<file path="config.mk">
export PLATFORM = sky130hd
export DESIGN_NAME = divisor_sum_flat
export DESIGN_NICKNAME = d
export VERILOG_FILES = /design/src/sv/ds_pkg.sv /design/src/sv/ds_in_if.sv /design/src/sv/ds_out_if.sv /design/src/sv/divisor_sum.sv /design/src/flat_wrapper.sv
export SDC_FILE = /design/constraint.sdc
export NUM_CORES = 1
export LEC_CHECK = 0
export BUFFER_PORTS_ARGS = -buffer_cell sky130_fd_sc_hd__buf_2
export CAP_MARGIN = 20
export CORE_MARGIN = 3
export CORE_UTILIZATION = 30
export CTS_CLUSTER_SIZE = 14
export DETAILED_ROUTE_END_ITERATION = 16
export GPL_TIMING_DRIVEN = 0
export PLACE_DENSITY = 0.43
export SYNTH_ARGS = -nofsm -noshare
export SYNTH_HDL_FRONTEND = slang
export SYNTH_SLANG_ARGS = --single-unit
</file>
<file path="constraint.sdc">
create_clock -name i_clk -period 6.7 [get_ports i_clk]
set_clock_uncertainty 0.1 [all_clocks]
set_input_delay 0.67 -clock i_clk [delete_from_list [all_inputs] [get_ports i_clk]]
set_output_delay 0.67 -clock i_clk [all_outputs]
set_load 0.01 [all_outputs]
</file>
<file path="src/sv/ds_pkg.sv">
// shared constants and types for the divisor sum block
package ds_pkg;

    localparam int TOTAL_BITS = 36;

    typedef enum logic [4:0] {
        S_IDLE  = 5'b00001,
        S_DIV   = 5'b00010,
        S_CHECK = 5'b00100,
        S_ADDQ  = 5'b01000,
        S_WAIT  = 5'b10000
    } t_state;

endpackage

</file>
<file path="src/sv/ds_in_if.sv">
// input channel carrying the number whose divisors are summed
interface ds_in_if #(
    parameter int NUMBER_BITS = 32
);
    logic                   valid;
    logic                   ready;
    logic [NUMBER_BITS-1:0] number;

    modport source (output valid, output number, input ready);
    modport sink   (input valid, input number, output ready);
endinterface

</file>
<file path="src/sv/ds_out_if.sv">
// output channel carrying the divisor total
interface ds_out_if
    import ds_pkg::*;
();
    logic                  valid;
    logic                  ready;
    logic [TOTAL_BITS-1:0] divisor_total;

    modport source (output valid, output divisor_total, input ready);
    modport sink   (input valid, input divisor_total, output ready);
endinterface

</file>
<file path="src/sv/divisor_sum.sv">
// divisor sum: trial division with one shared restoring divider
// work per item: a full division for each candidate divisor from 1 until its square exceeds n, plus an S_ADDQ
//   step for each divisor pair found; the divider yields one quotient bit per cycle
// throughput: one item at a time, the next item is taken once the sequencer is idle
// reset: synchronous active-low i_rst_n clears the sequencer and output valid
module divisor_sum
    import ds_pkg::*;
#(
    parameter int NUMBER_BITS = 32
) (
    input  logic           i_clk,
    input  logic           i_rst_n,
    ds_in_if.sink          i_in,
    ds_out_if.source       o_out
);

    // candidate divisor width: covers floor(sqrt(2^NUMBER_BITS - 1)) + 1
    localparam int D_BITS   = (NUMBER_BITS + 1) / 2 + 1;
    localparam int CNT_BITS = $clog2(NUMBER_BITS);
    localparam int PAD_BITS = NUMBER_BITS - D_BITS;

    t_state                   r_state, n_state;
    logic [NUMBER_BITS-1:0]   r_num,   n_num;     // dividend held for the whole item
    logic [D_BITS-1:0]        r_d,     n_d;       // current candidate divisor
    logic [NUMBER_BITS-1:0]   r_quo,   n_quo;     // dividend shifting out, quotient shifting in
    logic [D_BITS-1:0]        r_rem,   n_rem;     // partial remainder, always below r_d
    logic [CNT_BITS-1:0]      r_cnt,   n_cnt;     // divider bit counter
    logic [TOTAL_BITS-1:0]    r_total, n_total;   // running divisor sum
    logic                     r_out_valid, n_out_valid;
    logic [TOTAL_BITS-1:0]    r_out,   n_out;

    // one restoring division step
    logic [D_BITS:0]          rem_shift;
    logic [D_BITS:0]          rem_diff;
    logic                     quo_bit;
    logic [NUMBER_BITS-1:0]   d_wide;
    logic                     out_free;

    assign rem_shift = {r_rem, r_quo[NUMBER_BITS-1]};
    assign rem_diff  = rem_shift - {1'b0, r_d};
    assign quo_bit   = ~rem_diff[D_BITS];
    assign d_wide    = {{PAD_BITS{1'b0}}, r_d};
    assign out_free  = ~r_out_valid | o_out.ready;

    assign i_in.ready          = (r_state == S_IDLE);
    assign o_out.valid         = r_out_valid;
    assign o_out.divisor_total = r_out;

    always_comb begin
        n_state     = r_state;
        n_num       = r_num;
        n_d         = r_d;
        n_quo       = r_quo;
        n_rem       = r_rem;
        n_cnt       = r_cnt;
        n_total     = r_total;
        n_out       = r_out;
        n_out_valid = r_out_valid & ~o_out.ready;

        unique case (r_state)
            S_IDLE: begin
                if (i_in.valid) begin
                    // first candidate is 1
                    n_num   = i_in.number;
                    n_d     = D_BITS'(1);
                    n_quo   = i_in.number;
                    n_rem   = '0;
                    n_cnt   = CNT_BITS'(NUMBER_BITS - 1);
                    n_total = '0;
                    n_state = S_DIV;
                end
            end
            S_DIV: begin
                n_quo = {r_quo[NUMBER_BITS-2:0], quo_bit};
                n_rem = quo_bit ? rem_diff[D_BITS-1:0] : rem_shift[D_BITS-1:0];
                n_cnt = r_cnt - CNT_BITS'(1);
                if (r_cnt == '0) begin
                    n_state = S_CHECK;
                end
            end
            S_CHECK: begin
                // quotient below candidate means candidate squared exceeds n
                if (r_quo < d_wide) begin
                    n_state = S_WAIT;
                end else if (r_rem == '0) begin
                    n_total = r_total + TOTAL_BITS'(r_d);
                    n_state = S_ADDQ;
                end else begin
                    n_d     = r_d + D_BITS'(1);
                    n_quo   = r_num;
                    n_rem   = '0;
                    n_cnt   = CNT_BITS'(NUMBER_BITS - 1);
                    n_state = S_DIV;
                end
            end
            S_ADDQ: begin
                // partner counted once for a perfect square
                if (r_quo != d_wide) begin
                    n_total = r_total + TOTAL_BITS'(r_quo);
                end
                n_d     = r_d + D_BITS'(1);
                n_quo   = r_num;
                n_rem   = '0;
                n_cnt   = CNT_BITS'(NUMBER_BITS - 1);
                n_state = S_DIV;
            end
            S_WAIT: begin
                // hand the total over once the output register is free
                if (out_free) begin
                    n_out       = r_total;
                    n_out_valid = 1'b1;
                    n_state     = S_IDLE;
                end
            end
            default: begin
                n_state = S_IDLE;
            end
        endcase
    end

    always_ff @(posedge i_clk) begin
        if (!i_rst_n) begin
            r_state     <= S_IDLE;
            r_out_valid <= 1'b0;
        end else begin
            r_state     <= n_state;
            r_out_valid <= n_out_valid;
        end
    end

    always_ff @(posedge i_clk) begin
        r_num   <= n_num;
        r_d     <= n_d;
        r_quo   <= n_quo;
        r_rem   <= n_rem;
        r_cnt   <= n_cnt;
        r_total <= n_total;
        r_out   <= n_out;
    end

    // remainder stays below the candidate once a division completes
    a_rem_below_d: assert property (@(posedge i_clk) disable iff (!i_rst_n)
        (r_state == S_CHECK) |-> (r_rem < r_d))
        else $error("remainder not below candidate divisor");

    // last divider step always leads to the check
    a_div_end: assert property (@(posedge i_clk) disable iff (!i_rst_n)
        (r_state == S_DIV && r_cnt == '0) |=> (r_state == S_CHECK))
        else $error("divider did not finish into check");

    // adding a divisor pair restarts division on the next candidate
    a_addq_next: assert property (@(posedge i_clk) disable iff (!i_rst_n)
        (r_state == S_ADDQ) |=> (r_state == S_DIV && r_d == $past(r_d) + D_BITS'(1)))
        else $error("candidate not advanced after divisor pair");

endmodule

</file>
<file path="src/flat_wrapper.sv">
// flat-port wrapper written by rule: the top's interface ports become plain ports
module divisor_sum_flat import ds_pkg::*;
#(
    parameter int NUMBER_BITS = 32
)
  (i_clk, i_rst_n, i_in_valid, i_in_number, i_in_ready, o_out_valid, o_out_divisor_total, o_out_ready);
  ds_in_if #(.NUMBER_BITS(NUMBER_BITS)) i_in_i ();
  ds_out_if o_out_i ();
  input  logic i_clk;
  input  logic i_rst_n;
  input wire logic [$bits(i_in_i.valid)-1:0] i_in_valid;
  input wire logic [$bits(i_in_i.number)-1:0] i_in_number;
  output wire logic [$bits(i_in_i.ready)-1:0] i_in_ready;
  output wire logic [$bits(o_out_i.valid)-1:0] o_out_valid;
  output wire logic [$bits(o_out_i.divisor_total)-1:0] o_out_divisor_total;
  input wire logic [$bits(o_out_i.ready)-1:0] o_out_ready;
  assign i_in_i.valid = i_in_valid;
  assign i_in_i.number = i_in_number;
  assign i_in_ready = i_in_i.ready;
  assign o_out_valid = o_out_i.valid;
  assign o_out_divisor_total = o_out_i.divisor_total;
  assign o_out_i.ready = o_out_ready;
  divisor_sum #(.NUMBER_BITS(NUMBER_BITS)) u_core (.i_clk(i_clk), .i_rst_n(i_rst_n), .i_in(i_in_i), .o_out(o_out_i));
endmodule
</file>
=== After elaboration in Yosys (flattened, before gate mapping) ===
Cells that the tools add are included.

* Mux-type cells: 30
* Bitwise operators: 5
* Equal/unequal tests: 13
* Reduce and logical (&&, ||, !) cells: 10
* Add/subtract/negate cells: 5
* Magnitude comparators: 1

{| class="wikitable"
|+ Operators with widths
! operator !! count
|-
| $mux W36 || 4
|-
| $pmux W32 S4 || 1
|-
| $mux W17 || 7
|-
| $pmux W36 S3 || 1
|-
| $mux W32 || 3
|-
| $pmux W17 S4 || 1
|-
| $pmux W17 S3 || 1
|-
| $add A36 B17 Y36 || 1
|-
| $add A36 B32 Y36 || 1
|-
| $mux W5 || 7
|-
| $lt A32 B17 Y1 || 1
|-
| $ne A32 B17 Y1 || 1
|-
| $pmux W5 S5 || 1
|-
| $pmux W5 S4 || 1
|-
| $sub A18 B17 Y18 || 1
|-
| $add A17 B1 Y17 const B || 1
|-
| $logic_not A17 Y1 || 1
|-
| $ne A2 B1 Y1 const B || 4
|-
| $reduce_and A4 Y1 || 2
|-
| $ne A2 B2 Y1 const B || 3
|-
| $eq A5 B1 Y1 const B || 1
|-
| $eq A5 B2 Y1 const B || 1
|-
| $eq A5 B3 Y1 const B || 1
|-
| $eq A5 B4 Y1 const B || 1
|-
| other kinds (13) || 17
|}

* Word-level logic and storage cells: 73
* Register bits after elaboration: 181
* Output and inout bits: 38

=== Logic depth before layout (Yosys ltp) ===
* Word-level depth: 4
* Gate-level depth with buffers: 17
* Gate-level depth less buffers: 16

=== Worst setup path after synthesis ===
OpenSTA, ideal clock, no wires.

* Path kind: reg-to-reg
* From: reg u_core.r_state[1]
* To: reg u_core.r_total[0] (enable)
* Arrival time: 4.538 ns
* Path buffers: 0
* Path slack: 1.578 ns
* Cell stages (with the launch flop): 7
* Clock period less this slack: 5.122 ns
* Required time: 6.116 ns
* Cells stage by stage: dfxtp_1 > nor3_1 > nand3b_1 > inv_1 > and2_1 > nor2_1 > a211oi_1

* Longest elaborated chain between the ends: 3

{| class="wikitable"
|+ RTL lines
! item !! line !! source
|-
| start: declaration || divisor_sum.sv:22 || <nowiki>t_state r_state, n_state;</nowiki>
|-
| start signal: assignment || divisor_sum.sv:126 || <nowiki>r_state <= n_state;</nowiki>
|-
| $eq A5 B1 Y1 * || n/a ||
|-
| net i_in_ready || flat_wrapper.sv:13 || <nowiki>output wire logic [$bits(i_in_i.ready)-1:0] i_in_ready;</nowiki>
|-
| $ne A2 B2 Y1 (no line) or $reduce_bool A3 Y1 (tied branches) || n/a ||
|-
| $reduce_and A5 Y1 (no line) * || n/a ||
|-
| end signal: assignment || divisor_sum.sv:137 || <nowiki>r_total <= n_total;</nowiki>
|-
| end: declaration || divisor_sum.sv:28 || <nowiki>logic [TOTAL_BITS-1:0] r_total, n_total;</nowiki>
|}

Mark *: on every way through the listed nets, which the timed path passes. The rest lies on a longest branch.
A chain may end at the register's enable or synchronous reset.

=== Worst setup path after layout ===
* From: reg u_core.r_state[4]
* To: reg u_core.r_total[33], data pin

* Longest elaborated chain between the ends: 2

{| class="wikitable"
|+ RTL lines
! item !! line !! source
|-
| $eq A5 B4 Y1 (tied with other cells) || divisor_sum.sv:60 || <nowiki>unique case (r_state)</nowiki>
|-
| $pmux W36 S3 * || divisor_sum.sv:60 ||
|}

Mark *: on every way between the ends. The rest lies on a longest branch, timed or not.

==> impl_metrics.ini <==
[final_layout]
post-route-util = 0.3555
post_layout_nonfiller_instances = 1525
fin_nets = 1170
area_growth_syn_to_layout_pct = 16.33
n_antenna_cell = 0
share_of_cells_above_drive_strength_1 = 0.1383
finish.instance_area_um2 = 11980
nFillCells = 3454

[worst_setup_path]
worstPathRequired_ns = 6.79
worst-r2r-cell-count = 16
crit_path_max_incr_delay_ns = 0.44
critPathArrivalTime_ns = 4.60
setup.worst_path.end_class = flip-flop
critical_path.top_delay_family = compound AO/OA/AOI/OAI gates
worstSetupPathType = reg -> reg
critical_path.cell_chain = nor2_1, and3_1, clkbuf_1, clkbuf_1, nand2_1, o21ai_0, ha_1, a21o_1, a31o_1, nor2b_1, nor3_2, a21oi_2, a311oi_2, a2bb2oi_2, xor2_1, nor2_1
timing.critical_path.buf_inv = 2
crit_path_start_kind = flip-flop
critical_path.reg2reg.startpoint = u_core.r_state[4]
regToRegSetupSlack_ns = 2.19
r2r_end = u_core.r_total[33]
cp_slowest_cell = sky130_fd_sc_hd__a311oi_2
critical_path_peak_fanout = 10

[synthesis]
synth.top_cells.by_area = sky130_fd_sc_hd__edfxtp_1, sky130_fd_sc_hd__ha_1, sky130_fd_sc_hd__nand2_1, sky130_fd_sc_hd__nor2_1, sky130_fd_sc_hd__xnor2_1
postSynthRegisterBits = 181
yosys.area_share.xor_xnor = 0.05091
syn_area_per_cell_um2 = 10.66
synth.most_common_cell = sky130_fd_sc_hd__edfxtp_1
synth_cells = 966
synth_mux_area_frac = 0.009842
simple_gate_area_share_of_the_yosys_netlist = 0.1574
synth_enable_flop_cells = 175
post_synth_fa_ha_maj_area_fraction = 0.08651
synthDominantCellAreaShare = 0.5103
dominant_combinational_cell_family_by_area_after_synthesis = simple AND/OR/NAND/NOR gates
yosys.cell_types.count = 68
count_of_yosys_warnings_during_synthesis = 0
most_used_flip_flop_cell_after_synthesis = sky130_fd_sc_hd__edfxtp_1
synth-compound-area-share = 0.1458
ys_async_rst_share = 0
synth_area_leader_cell = sky130_fd_sc_hd__edfxtp_1
synthesis.area_um2 = 10300
synth_common_cells = sky130_fd_sc_hd__edfxtp_1, sky130_fd_sc_hd__nand2_1, sky130_fd_sc_hd__nor2_1
seq_area_frac_synth = 0.5220
syn-num-nets = 1072

[timing]
min_period_over_period = 0.6736
worst_hold_slack_ns = 0.3103
timing.final.ws_setup_ns = 2.187
final_period_minus_worst_setup_slack_ns = 4.513
finalSetupTns_ns = 0
fmax_mhz = 221.6
timing_max_transition_violations_final = 0
maxSlewHeadroom = 0.3829
rsz_0062_raised_after_global_routing = false
final-hold-violation-count = 0
slew_of_the_pin_with_the_lowest_slew_margin_ns = 0.9227
finalSetupViolations = 0

[cts]
numCtsBuffers = 17
cts_max_level = 4
clkSinkCount = 181
clk_pin_slew_ns = 0.08
hold_buffers = 0
cts-root-to-sink-buffers = 2
insertion_delay_ns = 0.45
tritoncts_clock_tree = yes
cts.repair.resized = 0
postCtsSetupRepairBufs = 0
cts_root_buf = sky130_fd_sc_hd__clkbuf_16

[floorplanning]
ios = 74
initial_core_util = 0.3056
fp.dieArea_um2 = 36580
core.rowCount = 67
core-area_um2 = 33700
fp.dieH_um = 191.3
die_w_um = 191.3

[drt]
detail_route.first_pass.iterations = 5
totalWireLength_um = 27610
antenna_left = 0
route.detailed.drc = 0
drt-wirelength-per-cell_um = 18.10
drtIter0Drc = 631
vias = 7447
avgViaCountPerCell = 4.883

[global_routing]
overflow_after_grt = 0
grt_start_max_net_pins = 35
via_count_of_the_first_global_routing_pass = 7408
antenna_found_initial = 0
grtUsageTotal = 0.1558
grt_first_pass_wirelength_um = 43170

[place]
place.port_buffers = 73
dp.final_hpwl_um = 21080
placed_cells = 1493
gp_congestion = 0.8151
preCtsSetupSlack_ns = 2.194
total_placed_instance_area_um2 = 11380

[worst_hold_path]
holdPathEnd = u_core.r_num[13]
min_path_cells = 1
hold_path.class = in -> reg
holdCritStartpoint = i_in_number[13]

[power]
report.power.total_mw = 3.259
vdd.ir_drop.worst_uv = 187.8
power_density_nw_per_um2 = 272.1
power_leakage_nw = 4.628

[job]
cap_viol_max_count = 0

[status]
status = complete, no violations
per-layer routing:
layer | vias to the layer above | GRT usage | routed length (um)
met5 | - | 0 | 0
met4 | 0 | 0.04968 | 551
met3 | 29 | 0.02439 | 953
met2 | 165 | 0.2227 | 11340
met1 | 3519 | 0.2388 | 14760
li1 | 3734 | - | -
cells by family (layout without fill, tap and decap cells):
family                     Yosys count  in the layout
adders and majority gates           70             70
and+or+nand+nor                    354            354
buffers and inverters               70            181
muxes                               10             10
DFF                                181            181
xor gates and xnor gates            59             59
AOI/OAI and AO/OA                  222            222
registers in the layout (all words and copies together), names as in the netlist:
| name | count |
|---|---|
| u_core.o_out.divisor_total | 36 |
| u_core.r_total | 36 |
| u_core.r_num | 32 |
| u_core.r_quo | 32 |
| u_core.r_d | 17 |
| u_core.r_rem | 17 |
| u_core.r_cnt | 5 |
| u_core.r_state | 5 |
| u_core.o_out.valid | 1 |
report_power, final:
part	leakage (nW)	internal, mW	total, mW	switching, mW
combinational	2.63	0.295	0.729	0.434
sequential	1.71	1.39	1.48	0.0979
clock	0.283	0.561	1.05	0.485
total	4.63	2.24	3.26	1.02
final cells by class:
class,instances,area (um^2),area share
flip-flops and latches,181,5375,0.4487
multi-input cells,715,4669,0.3898
plain buffers,35,152.6,0.01274
inverters,35,131.4,0.01097
repair buffers,79,490.5,0.04094
clock buffers,18,429.2,0.03583
clock inverters,14,170.2,0.01421
well taps,448,560.5,0.04679
how the worst max path moves through the flow:
stage | startpoint | endpoint | slack [ns] | cells past startpoint
final | u_core.r_state[4] | u_core.r_total[33] | 2.19 | 16
after global routing | u_core.r_state[4] | u_core.r_total[33] | 1.82 | 16
after CTS | u_core.r_state[4] | u_core.r_total[33] | 2.16 | 16
after detailed placement | u_core.r_state[4] | u_core.r_total[33] | 2.19 | 16
after global placement | u_core.r_state[1] | u_core.r_total[20] | -1.17 | 6
after floorplan | u_core.r_state[1] | u_core.r_total[0] | 1.58 | 6
layout by cell type (no fill, tap or decap), types with 14 or more instances in the layout:
cell                        netlist  layout
sky130_fd_sc_hd__inv_1           35      35
sky130_fd_sc_hd__nor3_1          14      14
sky130_fd_sc_hd__clkbuf_16        0      17
sky130_fd_sc_hd__ha_1            68      68
sky130_fd_sc_hd__nand2_1        136     136
sky130_fd_sc_hd__xor2_1          20      20
sky130_fd_sc_hd__clkbuf_1        23      24
sky130_fd_sc_hd__edfxtp_1       175     175
sky130_fd_sc_hd__a21o_1          19      19
sky130_fd_sc_hd__and3_1          15      15
sky130_fd_sc_hd__nor2_1          98      97
sky130_fd_sc_hd__o21ai_0         47      47
sky130_fd_sc_hd__buf_2            8      81
sky130_fd_sc_hd__a22oi_1         33      33
sky130_fd_sc_hd__xnor2_1         38      38
sky130_fd_sc_hd__and2_1          21      20
sky130_fd_sc_hd__nand3_1         14      14
sky130_fd_sc_hd__a21oi_1         49      49
No activity file was read; power rests on OpenSTA's default activity.
